<file path="src/rtl/ptts_pkg.sv">
// Shared types and codes for the periodic task tick scheduler.
// Holds request and status codes, the slot entry layout and the sequencer states.
// No dependencies.
`default_nettype none

package ptts_pkg;

	localparam logic [1:0] REQ_REGISTER   = 2'd0;
	localparam logic [1:0] REQ_UNREGISTER = 2'd1;
	localparam logic [1:0] REQ_TICK       = 2'd2;

	localparam logic [1:0] STAT_OK          = 2'd0;
	localparam logic [1:0] STAT_BOUNDS      = 2'd1;
	localparam logic [1:0] STAT_ZERO_PERIOD = 2'd2;
	localparam logic [1:0] STAT_BUSY        = 2'd3;

	typedef struct packed {
		logic [15:0] period;
		logic [15:0] countdown;
		logic [15:0] total;
	} entry_t;

	localparam int ENTRY_W = $bits(entry_t);

	typedef enum logic [2:0] {
		S_IDLE = 3'b001,
		S_WALK = 3'b010,
		S_FIN  = 3'b100
	} state_t;

endpackage

`default_nettype wire

</file>
<file path="src/rtl/ptts_ram.sv">
// Generic single-write, single-read synchronous RAM with registered read data.
// Read data holds while the read enable is low. No dependencies.
`default_nettype none

module ptts_ram #(
	parameter int WIDTH = 48,
	parameter int DEPTH = 8
) (
	input  wire logic                                  clk,
	input  wire logic                                  wr_en,
	input  wire logic [((DEPTH > 1) ? $clog2(DEPTH) : 1)-1:0] wr_addr,
	input  wire logic [WIDTH-1:0]                      wr_data,
	input  wire logic                                  rd_en,
	input  wire logic [((DEPTH > 1) ? $clog2(DEPTH) : 1)-1:0] rd_addr,
	output logic      [WIDTH-1:0]                      rd_data
);

	logic [WIDTH-1:0] mem_q [DEPTH];

	always_ff @(posedge clk) begin
		if (wr_en) begin
			mem_q[wr_addr] <= wr_data;
		end
		if (rd_en) begin
			rd_data <= mem_q[rd_addr];
		end
	end

endmodule

`default_nettype wire

</file>
<file path="src/rtl/periodic_task_tick_scheduler.sv">
// Periodic task tick scheduler: slot table in one RAM, enable bits in flops.
// Depends on ptts_pkg and ptts_ram.
//
//  channel | handshake          | payload
//  --------+--------------------+-------------------------------------------------
//  in      | in_valid/in_ready  | req_type, task_index, phase_delay, period_ticks
//  out     | out_valid/out_ready| status, fired, fired_slot, activation_total, last
//
// Register, unregister and unused requests load their result word into the output
// register at acceptance.
// A tick walks the slots through one RAM read port, one slot per cycle while the
// output keeps up, read and write-back pipelined.
// A fired word is held until another slot fires so the final word can carry last.
// Reset clears the enable bits and control; the RAM needs no clearing pass.
// A full output register stalls the walk on a second firing slot.
`default_nettype none

module periodic_task_tick_scheduler #(
	parameter int NUM_SLOTS = 8
) (
	input  wire logic        clk,
	input  wire logic        arst_n,
	input  wire logic        in_valid,
	output logic             in_ready,
	input  wire logic [1:0]  req_type,
	input  wire logic [3:0]  task_index,
	input  wire logic [15:0] phase_delay,
	input  wire logic [15:0] period_ticks,
	output logic             out_valid,
	input  wire logic        out_ready,
	output logic [1:0]       status,
	output logic             fired,
	output logic [3:0]       fired_slot,
	output logic [15:0]      activation_total,
	output logic             last
);

	localparam int IDX_W = (NUM_SLOTS > 1) ? $clog2(NUM_SLOTS) : 1;

	ptts_pkg::state_t st_q;

	logic [NUM_SLOTS-1:0] en_q;
	logic [IDX_W-1:0]     rd_idx_q;
	logic                 issue_q;
	logic                 valid_s1;
	logic [IDX_W-1:0]     idx_s1;

	logic                 pend_valid_q;
	logic [3:0]           pend_slot_q;
	logic [15:0]          pend_total_q;

	logic                 out_valid_q;
	logic [1:0]           status_q;
	logic                 fired_q;
	logic [3:0]           fired_slot_q;
	logic [15:0]          total_q;
	logic                 last_q;

	logic                          ram_wr_en;
	logic [IDX_W-1:0]              ram_wr_addr;
	ptts_pkg::entry_t              ram_wr_entry;
	logic                          ram_rd_en;
	logic [ptts_pkg::ENTRY_W-1:0]  ram_rd_data;
	ptts_pkg::entry_t              ent_s1;

	logic       out_free;
	logic       accept;
	logic       in_range;
	logic       reg_ok;
	logic [1:0] reg_status;
	logic       hit_s1;
	logic       fire_s1;
	logic       stall;
	logic       go;

	logic        out_load;
	logic [1:0]  ld_status;
	logic        ld_fired;
	logic [3:0]  ld_slot;
	logic [15:0] ld_total;
	logic        ld_last;

	assign out_free = !out_valid_q || out_ready;
	assign in_ready = (st_q == ptts_pkg::S_IDLE) && out_free;
	assign accept   = in_valid && in_ready;
	assign in_range = ({1'b0, task_index} < 5'(NUM_SLOTS));

	always_comb begin
		reg_status = ptts_pkg::STAT_OK;
		if (!in_range) begin
			reg_status = ptts_pkg::STAT_BOUNDS;
		end else if (period_ticks == 16'd0) begin
			reg_status = ptts_pkg::STAT_ZERO_PERIOD;
		end else if (en_q[task_index[IDX_W-1:0]]) begin
			reg_status = ptts_pkg::STAT_BUSY;
		end
	end

	assign reg_ok = accept && (req_type == ptts_pkg::REQ_REGISTER)
		&& (reg_status == ptts_pkg::STAT_OK);

	assign ent_s1  = ptts_pkg::entry_t'(ram_rd_data);
	assign hit_s1  = (st_q == ptts_pkg::S_WALK) && valid_s1 && en_q[idx_s1];
	assign fire_s1 = hit_s1 && (ent_s1.countdown == 16'd0);
	assign stall   = fire_s1 && pend_valid_q && !out_free;
	assign go      = !stall;

	always_comb begin
		ram_wr_en    = 1'b0;
		ram_wr_addr  = idx_s1;
		ram_wr_entry = ent_s1;
		if (reg_ok) begin
			ram_wr_en              = 1'b1;
			ram_wr_addr            = task_index[IDX_W-1:0];
			ram_wr_entry.period    = period_ticks;
			ram_wr_entry.countdown = phase_delay;
			ram_wr_entry.total     = 16'd0;
		end else if (hit_s1 && go) begin
			ram_wr_en = 1'b1;
			if (fire_s1) begin
				ram_wr_entry.countdown = ent_s1.period - 16'd1;
				ram_wr_entry.total     = ent_s1.total + 16'd1;
			end else begin
				ram_wr_entry.countdown = ent_s1.countdown - 16'd1;
			end
		end
	end

	assign ram_rd_en = (st_q == ptts_pkg::S_WALK) && issue_q && go;

	ptts_ram #(
		.WIDTH (ptts_pkg::ENTRY_W),
		.DEPTH (NUM_SLOTS)
	) u_slot_ram (
		.clk     (clk),
		.wr_en   (ram_wr_en),
		.wr_addr (ram_wr_addr),
		.wr_data (ram_wr_entry),
		.rd_en   (ram_rd_en),
		.rd_addr (rd_idx_q),
		.rd_data (ram_rd_data)
	);

	always_comb begin
		out_load  = 1'b0;
		ld_status = ptts_pkg::STAT_OK;
		ld_fired  = 1'b0;
		ld_slot   = 4'd0;
		ld_total  = 16'd0;
		ld_last   = 1'b1;
		case (st_q)
			ptts_pkg::S_IDLE: begin
				if (accept) begin
					case (req_type)
						ptts_pkg::REQ_REGISTER: begin
							out_load  = 1'b1;
							ld_status = reg_status;
						end
						ptts_pkg::REQ_UNREGISTER: begin
							out_load  = 1'b1;
							ld_status = in_range ? ptts_pkg::STAT_OK : ptts_pkg::STAT_BOUNDS;
						end
						ptts_pkg::REQ_TICK: begin
							out_load = 1'b0;
						end
						default: begin
							out_load = 1'b1;
						end
					endcase
				end
			end
			ptts_pkg::S_WALK: begin
				if (fire_s1 && pend_valid_q && out_free) begin
					out_load = 1'b1;
					ld_fired = 1'b1;
					ld_slot  = pend_slot_q;
					ld_total = pend_total_q;
					ld_last  = 1'b0;
				end
			end
			ptts_pkg::S_FIN: begin
				if (out_free) begin
					out_load = 1'b1;
					ld_fired = pend_valid_q;
					ld_slot  = pend_valid_q ? pend_slot_q : 4'd0;
					ld_total = pend_valid_q ? pend_total_q : 16'd0;
				end
			end
			default: begin
				out_load = 1'b0;
			end
		endcase
	end

	always_ff @(posedge clk or negedge arst_n) begin
		if (!arst_n) begin
			st_q         <= ptts_pkg::S_IDLE;
			en_q         <= '0;
			rd_idx_q     <= '0;
			issue_q      <= 1'b0;
			valid_s1     <= 1'b0;
			pend_valid_q <= 1'b0;
			out_valid_q  <= 1'b0;
		end else begin
			if (out_load) begin
				out_valid_q <= 1'b1;
			end else if (out_ready) begin
				out_valid_q <= 1'b0;
			end
			case (st_q)
				ptts_pkg::S_IDLE: begin
					if (reg_ok) begin
						en_q[task_index[IDX_W-1:0]] <= 1'b1;
					end
					if (accept && (req_type == ptts_pkg::REQ_UNREGISTER) && in_range) begin
						en_q[task_index[IDX_W-1:0]] <= 1'b0;
					end
					if (accept && (req_type == ptts_pkg::REQ_TICK)) begin
						st_q         <= ptts_pkg::S_WALK;
						rd_idx_q     <= IDX_W'(NUM_SLOTS - 1);
						issue_q      <= 1'b1;
						valid_s1     <= 1'b0;
						pend_valid_q <= 1'b0;
					end
				end
				ptts_pkg::S_WALK: begin
					if (go) begin
						valid_s1 <= issue_q;
						if (issue_q) begin
							if (rd_idx_q == '0) begin
								issue_q <= 1'b0;
							end else begin
								rd_idx_q <= rd_idx_q - 1'b1;
							end
						end else begin
							st_q <= ptts_pkg::S_FIN;
						end
						if (fire_s1) begin
							pend_valid_q <= 1'b1;
						end
					end
				end
				ptts_pkg::S_FIN: begin
					if (out_free) begin
						pend_valid_q <= 1'b0;
						st_q         <= ptts_pkg::S_IDLE;
					end
				end
				default: begin
					st_q <= ptts_pkg::S_IDLE;
				end
			endcase
		end
	end

	always_ff @(posedge clk) begin
		if (ram_rd_en) begin
			idx_s1 <= rd_idx_q;
		end
		if (fire_s1 && go) begin
			pend_slot_q  <= 4'(idx_s1);
			pend_total_q <= ent_s1.total + 16'd1;
		end
		if (out_load) begin
			status_q     <= ld_status;
			fired_q      <= ld_fired;
			fired_slot_q <= ld_slot;
			total_q      <= ld_total;
			last_q       <= ld_last;
		end
	end

	assign out_valid        = out_valid_q;
	assign status           = status_q;
	assign fired            = fired_q;
	assign fired_slot       = fired_slot_q;
	assign activation_total = total_q;
	assign last             = last_q;

	a_idle_no_pending: assert property (@(posedge clk) disable iff (!arst_n)
		(st_q == ptts_pkg::S_IDLE) |-> !pend_valid_q)
		else $error("pending fired word left in idle");

	a_walk_write_enabled: assert property (@(posedge clk) disable iff (!arst_n)
		(ram_wr_en && (st_q == ptts_pkg::S_WALK)) |-> en_q[idx_s1])
		else $error("walk wrote back a disabled slot");

	a_walk_word_not_last: assert property (@(posedge clk) disable iff (!arst_n)
		(out_load && (st_q == ptts_pkg::S_WALK)) |=> (!last_q && fired_q))
		else $error("mid-walk word marked last or not fired");

	a_stall_holds_stage: assert property (@(posedge clk) disable iff (!arst_n)
		stall |=> (valid_s1 && $stable(idx_s1) && $stable(ram_rd_data)))
		else $error("stalled slot stage changed");

	a_ready_only_idle: assert property (@(posedge clk) disable iff (!arst_n)
		in_ready |-> ((st_q == ptts_pkg::S_IDLE) && !valid_s1 && !issue_q))
		else $error("input ready during a walk");

endmodule

`default_nettype wire
</file>
<file path="config.mk">
export PLATFORM = sky130hd
export DESIGN_NAME = periodic_task_tick_scheduler
export DESIGN_NICKNAME = d
export VERILOG_FILES = /design/src/rtl/ptts_pkg.sv /design/src/rtl/ptts_ram.sv /design/src/rtl/periodic_task_tick_scheduler.sv
export SDC_FILE = /design/constraint.sdc
export NUM_CORES = 1
export LEC_CHECK = 0
export BUFFER_PORTS_ARGS = -buffer_cell sky130_fd_sc_hd__buf_2
export CAP_MARGIN = 15
export CORE_MARGIN = 2
export CORE_UTILIZATION = 44
export CTS_BUF_LIST = sky130_fd_sc_hd__clkbuf_16
export DETAILED_ROUTE_END_ITERATION = 10
export PLACE_DENSITY_LB_ADDON = 0.12
export SYNTH_ARGS = -nofsm -noshare
export SYNTH_HDL_FRONTEND = slang
export SYNTH_SLANG_ARGS = --single-unit
</file>
<file path="constraint.sdc">
create_clock -name clk -period 6.67 [get_ports clk]
set_clock_uncertainty 0.15 [all_clocks]
set_input_delay 1.334 -clock clk [delete_from_list [all_inputs] [get_ports clk]]
set_output_delay 1.334 -clock clk [all_outputs]
set_load 0.01 [all_outputs]
</file>
# == Word level (Yosys, flattened, before mapping) ==
# Memory sizes are Yosys's and may differ from the RTL's. A register that Yosys moved wholly into a read port is not among the register bits.
# Cells that the tools add are included.
# totals
reg_bits,64
mem_bits_rw,384
inputBits,42
wordCells,138
memories,1
# memory_table
memory,depth,word_bits,read_ports,rd_clocked_by_memory_dff,write_ports,line_no,source
u_slot_ram.mem_q,8,48,1,1,1,ptts_ram.sv:18,logic [WIDTH-1:0] mem_q [DEPTH];
# op_classes
add_sub_neg,4
n_lt_le_gt_ge,4
eq_ne,12
muxes,64
n_bitwise,3
reduce_logical,35
# ops
operator,n
2-to-1 mux 16 bit,6
2-to-1 mux 32 bit,2
2-to-1 mux 3 bit,12
logical NOT 16 bit,2
one-hot mux 16 bit (2 select lines),1
"subtractor 16 x 1 -> 16 bit, second input constant",2
2-to-1 mux 1 bit,25
2-to-1 mux 8 bit,3
logical AND 1 bit,18
"adder 16 x 1 -> 16 bit, second input constant",1
"!= test 2 bit, second input constant",6
one-hot mux 3 bit (2 select lines),2
AND reduction 5 bit,2
one-hot mux 3 bit (3 select lines),1
bitwise AND 8 bit,1
"less-than comparator 3 x 4 -> 1 bit, second input constant",2
NOT 8 bit,1
OR 8 bit,1
binary-select mux 1 bit (select 3 bit),2
2-to-1 mux 2 bit,3
one-hot mux 1 bit (2 select lines),3
one-hot mux 1 bit (3 select lines),2
logical NOT 2 bit,2
"less-than comparator 4 bit, second input constant",1
other kinds (18),21

# == Logic depth before layout (Yosys ltp) ==
# logic_depth
depth_word,12
mapped_depth,15

# == Hierarchy ==
# Synthesis repeated with hierarchy kept, for this count alone.
# unflattened
cells_unflattened,1129
area_unflattened_um2,20539.7
# modules_own_cells
mod,instances,cells_per_inst,area_each_um2
ptts_ram,1,616,16100.4
periodic_task_tick_scheduler,1,513,4439.3

# == Worst setup path after synthesis ==
# No wires, ideal clock.
# synth_path
path_kind,input to register
from,in task_index[0]
to,mem u_slot_ram.mem_q[2][0] (enable)
setup_time_ps,525
arrival_time_ps,6523
t_required_ps,5995
slack_ps,-528
cell_stages,8
cell_sequence,clkbuf_1 > mux4_2 > mux2i_1 > and3_1 > buf_2 > buf_2 > a21oi_1 > o31ai_1
# synth_between
elab_chain_cells,10
# synth_lines
element,line_no,source
from (decl),periodic_task_tick_scheduler.sv:26,"input wire logic [3:0] task_index,"
binary-select mux 1 bit (select 3 bit),periodic_task_tick_scheduler.sv:94,end else if (en_q[task_index[IDX_W-1:0]]) begin
2-to-1 mux 1 bit (not written as such),periodic_task_tick_scheduler.sv:94,
2-to-1 mux 2 bit,periodic_task_tick_scheduler.sv:94,
2-to-1 mux 2 bit,periodic_task_tick_scheduler.sv:92,end else if (period_ticks == 16'd0) begin
2-to-1 mux 2 bit,periodic_task_tick_scheduler.sv:90,if (!in_range) begin
logical NOT 2 bit,periodic_task_tick_scheduler.sv:100,&& (reg_status == ptts_pkg::STAT_OK);
logical AND 1 bit,periodic_task_tick_scheduler.sv:100,
2-to-1 mux 1 bit,periodic_task_tick_scheduler.sv:112,if (reg_ok) begin
2-to-1 mux 1 bit,ptts_ram.sv:21,if (wr_en) begin
2-to-1 mux 1 bit (not written as such),ptts_ram.sv:22,mem_q[wr_addr] <= wr_data;
to (decl),ptts_ram.sv:18,
# Parallel ways exist; a longest one is shown, timed or not. The select of a mux whose other input is x is not followed.

# == Worst setup path in the final report ==
# layout_path
from,in task_index[0]
to,mem u_slot_ram.mem_q[5][40] (enable)
# The elaborated chain is that of the path after synthesis.

==> flow_summary_export.csv <==
group,metric,value,unit
clock_tree,cts_tree,"done",
grt,grt_pass1_wl,69.8,mm
clock_tree,numClockSinks,495,
yosys,synthSimpleGateAreaFrac,6.88,%
clock_tree,root_buffer,"clkbuf_16",
worst_setup_path,crit_chain,"buf_2 -> mux4_2 -> mux2i_1 -> and3_2 -> buf_4 -> nand3_1 -> o21ai_4 -> buf_4",
clock_tree,cts_setup_buffers,0,
placement,port-buffer-count,66,
floorplan,core_area,0.0456,mm^2
placement,gp_congestion,0.866,
timing,fin_crit_sh,73.4,%
worst_setup_path,crit_family,"buffers and inverters",
finish,final_common_cell,"edfxtp_1",
pwr,p_sw_share,20.8,%
timing,max_slew_margin,30.2,%
clock_tree,cts_max_level,2,
finish,fill_cells,3727,
pwr,p_leak,7.76,nW
pwr,combPwrFrac,3.8,%
detailed_routing,drc,0,
finish,drive_gt1_share,26.1,%
yosys,synth.cell_area,0.0204,mm^2
yosys,synth_top_area_share,70.2,%
yosys,synth_flop_cell,"edfxtp_1",
pwr,p_per_area,272,mW/mm^2
detailed_routing,via_per_inst,5.70,
worst_setup_path,cp_max_fo,40,
worst_setup_path,critPathRequiredTime,6.78,ns
finish,multiInputGateArea,0.00548,mm^2
floorplan,chipHeight,219,um
worst_setup_path,crit_arrival,5.01,ns
yosys,ys_warn_count,0,
timing,max_freq,204,MHz
grt,grt_max_degree,73,
detailed_routing,drt.antenna.violating_nets,0,
timing,setup_violations,0,
pwr,seqPwrFrac,54.7,%
floorplan,pin_count,68,
yosys,avgSynthCellArea,17.6,um^2
pwr,clkPwrFrac,41.6,%
floorplan,dieArea,0.0481,mm^2
pwr,p_total,6.31,mW
yosys,synth-xor-area-share,1.20,%
grt,grt_usage,19.9,%
finish,final-seq-area,0.0148,mm^2
worst_setup_path,critical_path_class,"primary input to flop",
clock_tree,cts_buffers,51,
yosys,seq_area_frac_synth,72.4,%
yosys,yosysTopAreaCell,"edfxtp_1",
finish,antennaDiodeCount,0,
worst_setup_path,max_stage_delay,0.65,ns
placement,detailed_place_hpwl,28.2,mm
yosys,ys_async_sr_fraction,3.64,%
timing,period_minus_slack,4.89,ns
detailed_routing,drt_iter0_markers,1105,
clock_tree,clk_latency,0.59,ns
clock_tree,cts_hold_buf,0,
detailed_routing,wirelength,46.5,mm
worst_setup_path,worst_path_max_delay_cell,"and3_2",
worst_setup_path,crit_path_start_kind,"primary input",
yosys,synth_top_family_by_area,"multiplexers",
clock_tree,path_clk_slew,0.05,ns
yosys,synth_cells,1157,
worst_setup_path,crit_path_end_kind,"flop",
hold_path,hp-class,"flop to flop",
yosys,synth_edf_count,477,
finish,areaGrowthSynthToFinish,13.6,%
yosys,synth_cell_types,68,
detailed_routing,routedWlPerCell,24.7,um
yosys,synth_compound_area_share,4.04,%
finish,fin_nets,1292,
worst_setup_path,crit_buf_inv,3,
grt,antenna_found_initial,0,
worst_setup_path,cp_common_cell,"buf_4",
yosys,synth-adder-area-share,0.245,%
timing,worst_pin_slew,1.04,ns
timing,tns,0,ns
job,maxCapViolCount,0,
clock_tree,clock_path_buffers,3,
pwr,ir_drop,0.000186,V
finish,utilization,50.8,%
yosys,ys_ff_latch,495,
yosys,synthMuxAreaShare,13.9,%
detailed_routing,vias,10700,
timing,finalMaxSlewViolations,0,
finish,final_cell_mix,"edfxtp_1, nand2_1, mux4_2, buf_2, nor2_1",
timing,hold_viol,0,
clock_tree,ctsResizeCount,0,
grt,grt-ovfl-total,0,
detailed_routing,dr.pass1.iters,5,
floorplan,start_util,44.8,%
grt,first_global_vias,10800,
floorplan,die_x,219,um
yosys,syn_nets,1203,
pwr,p_int,5.00,mW
timing,rsz0062_at_grt,"no",
yosys,synth_area_leaders,"edfxtp_1, mux4_2, mux2_2, dfrtp_1, nand2_1",
timing,whs,0.368,ns
pwr,netSwitchingPower,1.32,mW
floorplan,num_rows,78,
status,status,"finished clean",
==> power by group through the flow <==
| stage | combinational [mW] | sequential, mW | clock (mW) |
|---|---|---|---|
| global route | 0.260 | 3.45 | 2.81 |
| CTS | 0.243 | 3.45 | 2.70 |
| detailed placement | 0.242 | 3.52 | 0 |
| floorplan | 0.164 | 3.50 | 0 |
| finish | 0.239 | 3.45 | 2.62 |
| global placement | 0.239 | 3.52 | 0 |
==> kinds of logic (layout without fill, tap and decap cells) <==
kind of cell / after synthesis / count (layout)
buf+inv: 63 / 192
mux: 154 / 154
xor+xnor: 28 / 28
flops: 495 / 495
other cells: 1 / 1
fa+ha+maj: 4 / 4
compound gates: 131 / 131
simple gates: 281 / 281
==> path summary, 6_finish.rpt <==
path,end,cells after the start,slack [ns],startpoint
setup / recovery,u_slot_ram.mem_q[5][40]$_DFFE_PP_,8,1.78,task_index[0]
setup reg to reg,u_slot_ram.mem_q[4][26]$_DFFE_PP_,12,1.86,idx_s1[0]$_DFFE_PP_
hold / removal,activation_total[15]$_DFFE_PP_,1,0.37,pend_total_q[15]$_DFFE_PP_
max in group asynchronous,rd_idx_q[1]$_DFFE_PN0P_,1,5.46,arst_n
hold reg to reg,activation_total[15]$_DFFE_PP_,1,0.37,pend_total_q[15]$_DFFE_PP_
min in group asynchronous,en_q[6]$_DFFE_PN0P_,1,0.55,arst_n
==> registers in the layout (all words and copies together), names as in the netlist <==
signal	flops
u_slot_ram.mem_q	384
u_slot_ram.rd_data	48
activation_total	16
pend_total_q	16
en_q	8
fired_slot	3
idx_s1	3
pend_slot_q	3
rd_idx_q	3
st_q	3
status	2
fired	1
issue_q	1
last	1
out_valid	1
pend_valid_q	1
valid_s1	1
==> synth_stat cells, drive strengths merged (5+ instances only) <==
library cell / instances
nor4: 6
a21o: 5
xor2: 18
a31oi: 11
xnor2: 10
nand3: 27
nand4: 6
o21ai: 33
a21oi: 38
buf: 34
mux2i: 6
and4: 5
nor3: 17
inv: 8
nand2: 100
and2: 25
nor2b: 6
o211ai: 5
and3: 9
a22oi: 6
edfxtp: 477
clkbuf: 21
mux4: 98
or3: 10
nor2: 56
mux2: 50
dfrtp: 17
==> through the flow <==
| stage | setup slack (ns) | instances | instance area, um^2 |
|---|---|---|---|
| floorplan | 0.359 | 1157 | 20400 |
| finish | 1.78 | 1886 | 23200 |
| global route | 1.57 | 1886 | 23200 |
| global placement | 1.14 | 1792 | 21600 |
| detailed placement | 1.05 | 1792 | 21600 |
| CTS | 1.68 | 1885 | 23100 |
==> area by class of cell <==
cell class	count	share of cell area, %
clock inverter	42	1.14
inverter	8	0.130
tap	600	3.24
clock buffer	51	5.51
timing repair buffer	91	2.54
multi-input combinational	599	23.6
sequential	495	63.8
==> layer usage <==
metal  global-route usage, %  part of all wire, %
met1                    29.5                   46
met2                    30.9                   47
met3                    3.31                  5.2
met4                    4.44                  1.5
met5                       0                    0
Power figures use the tool's default switching activity.
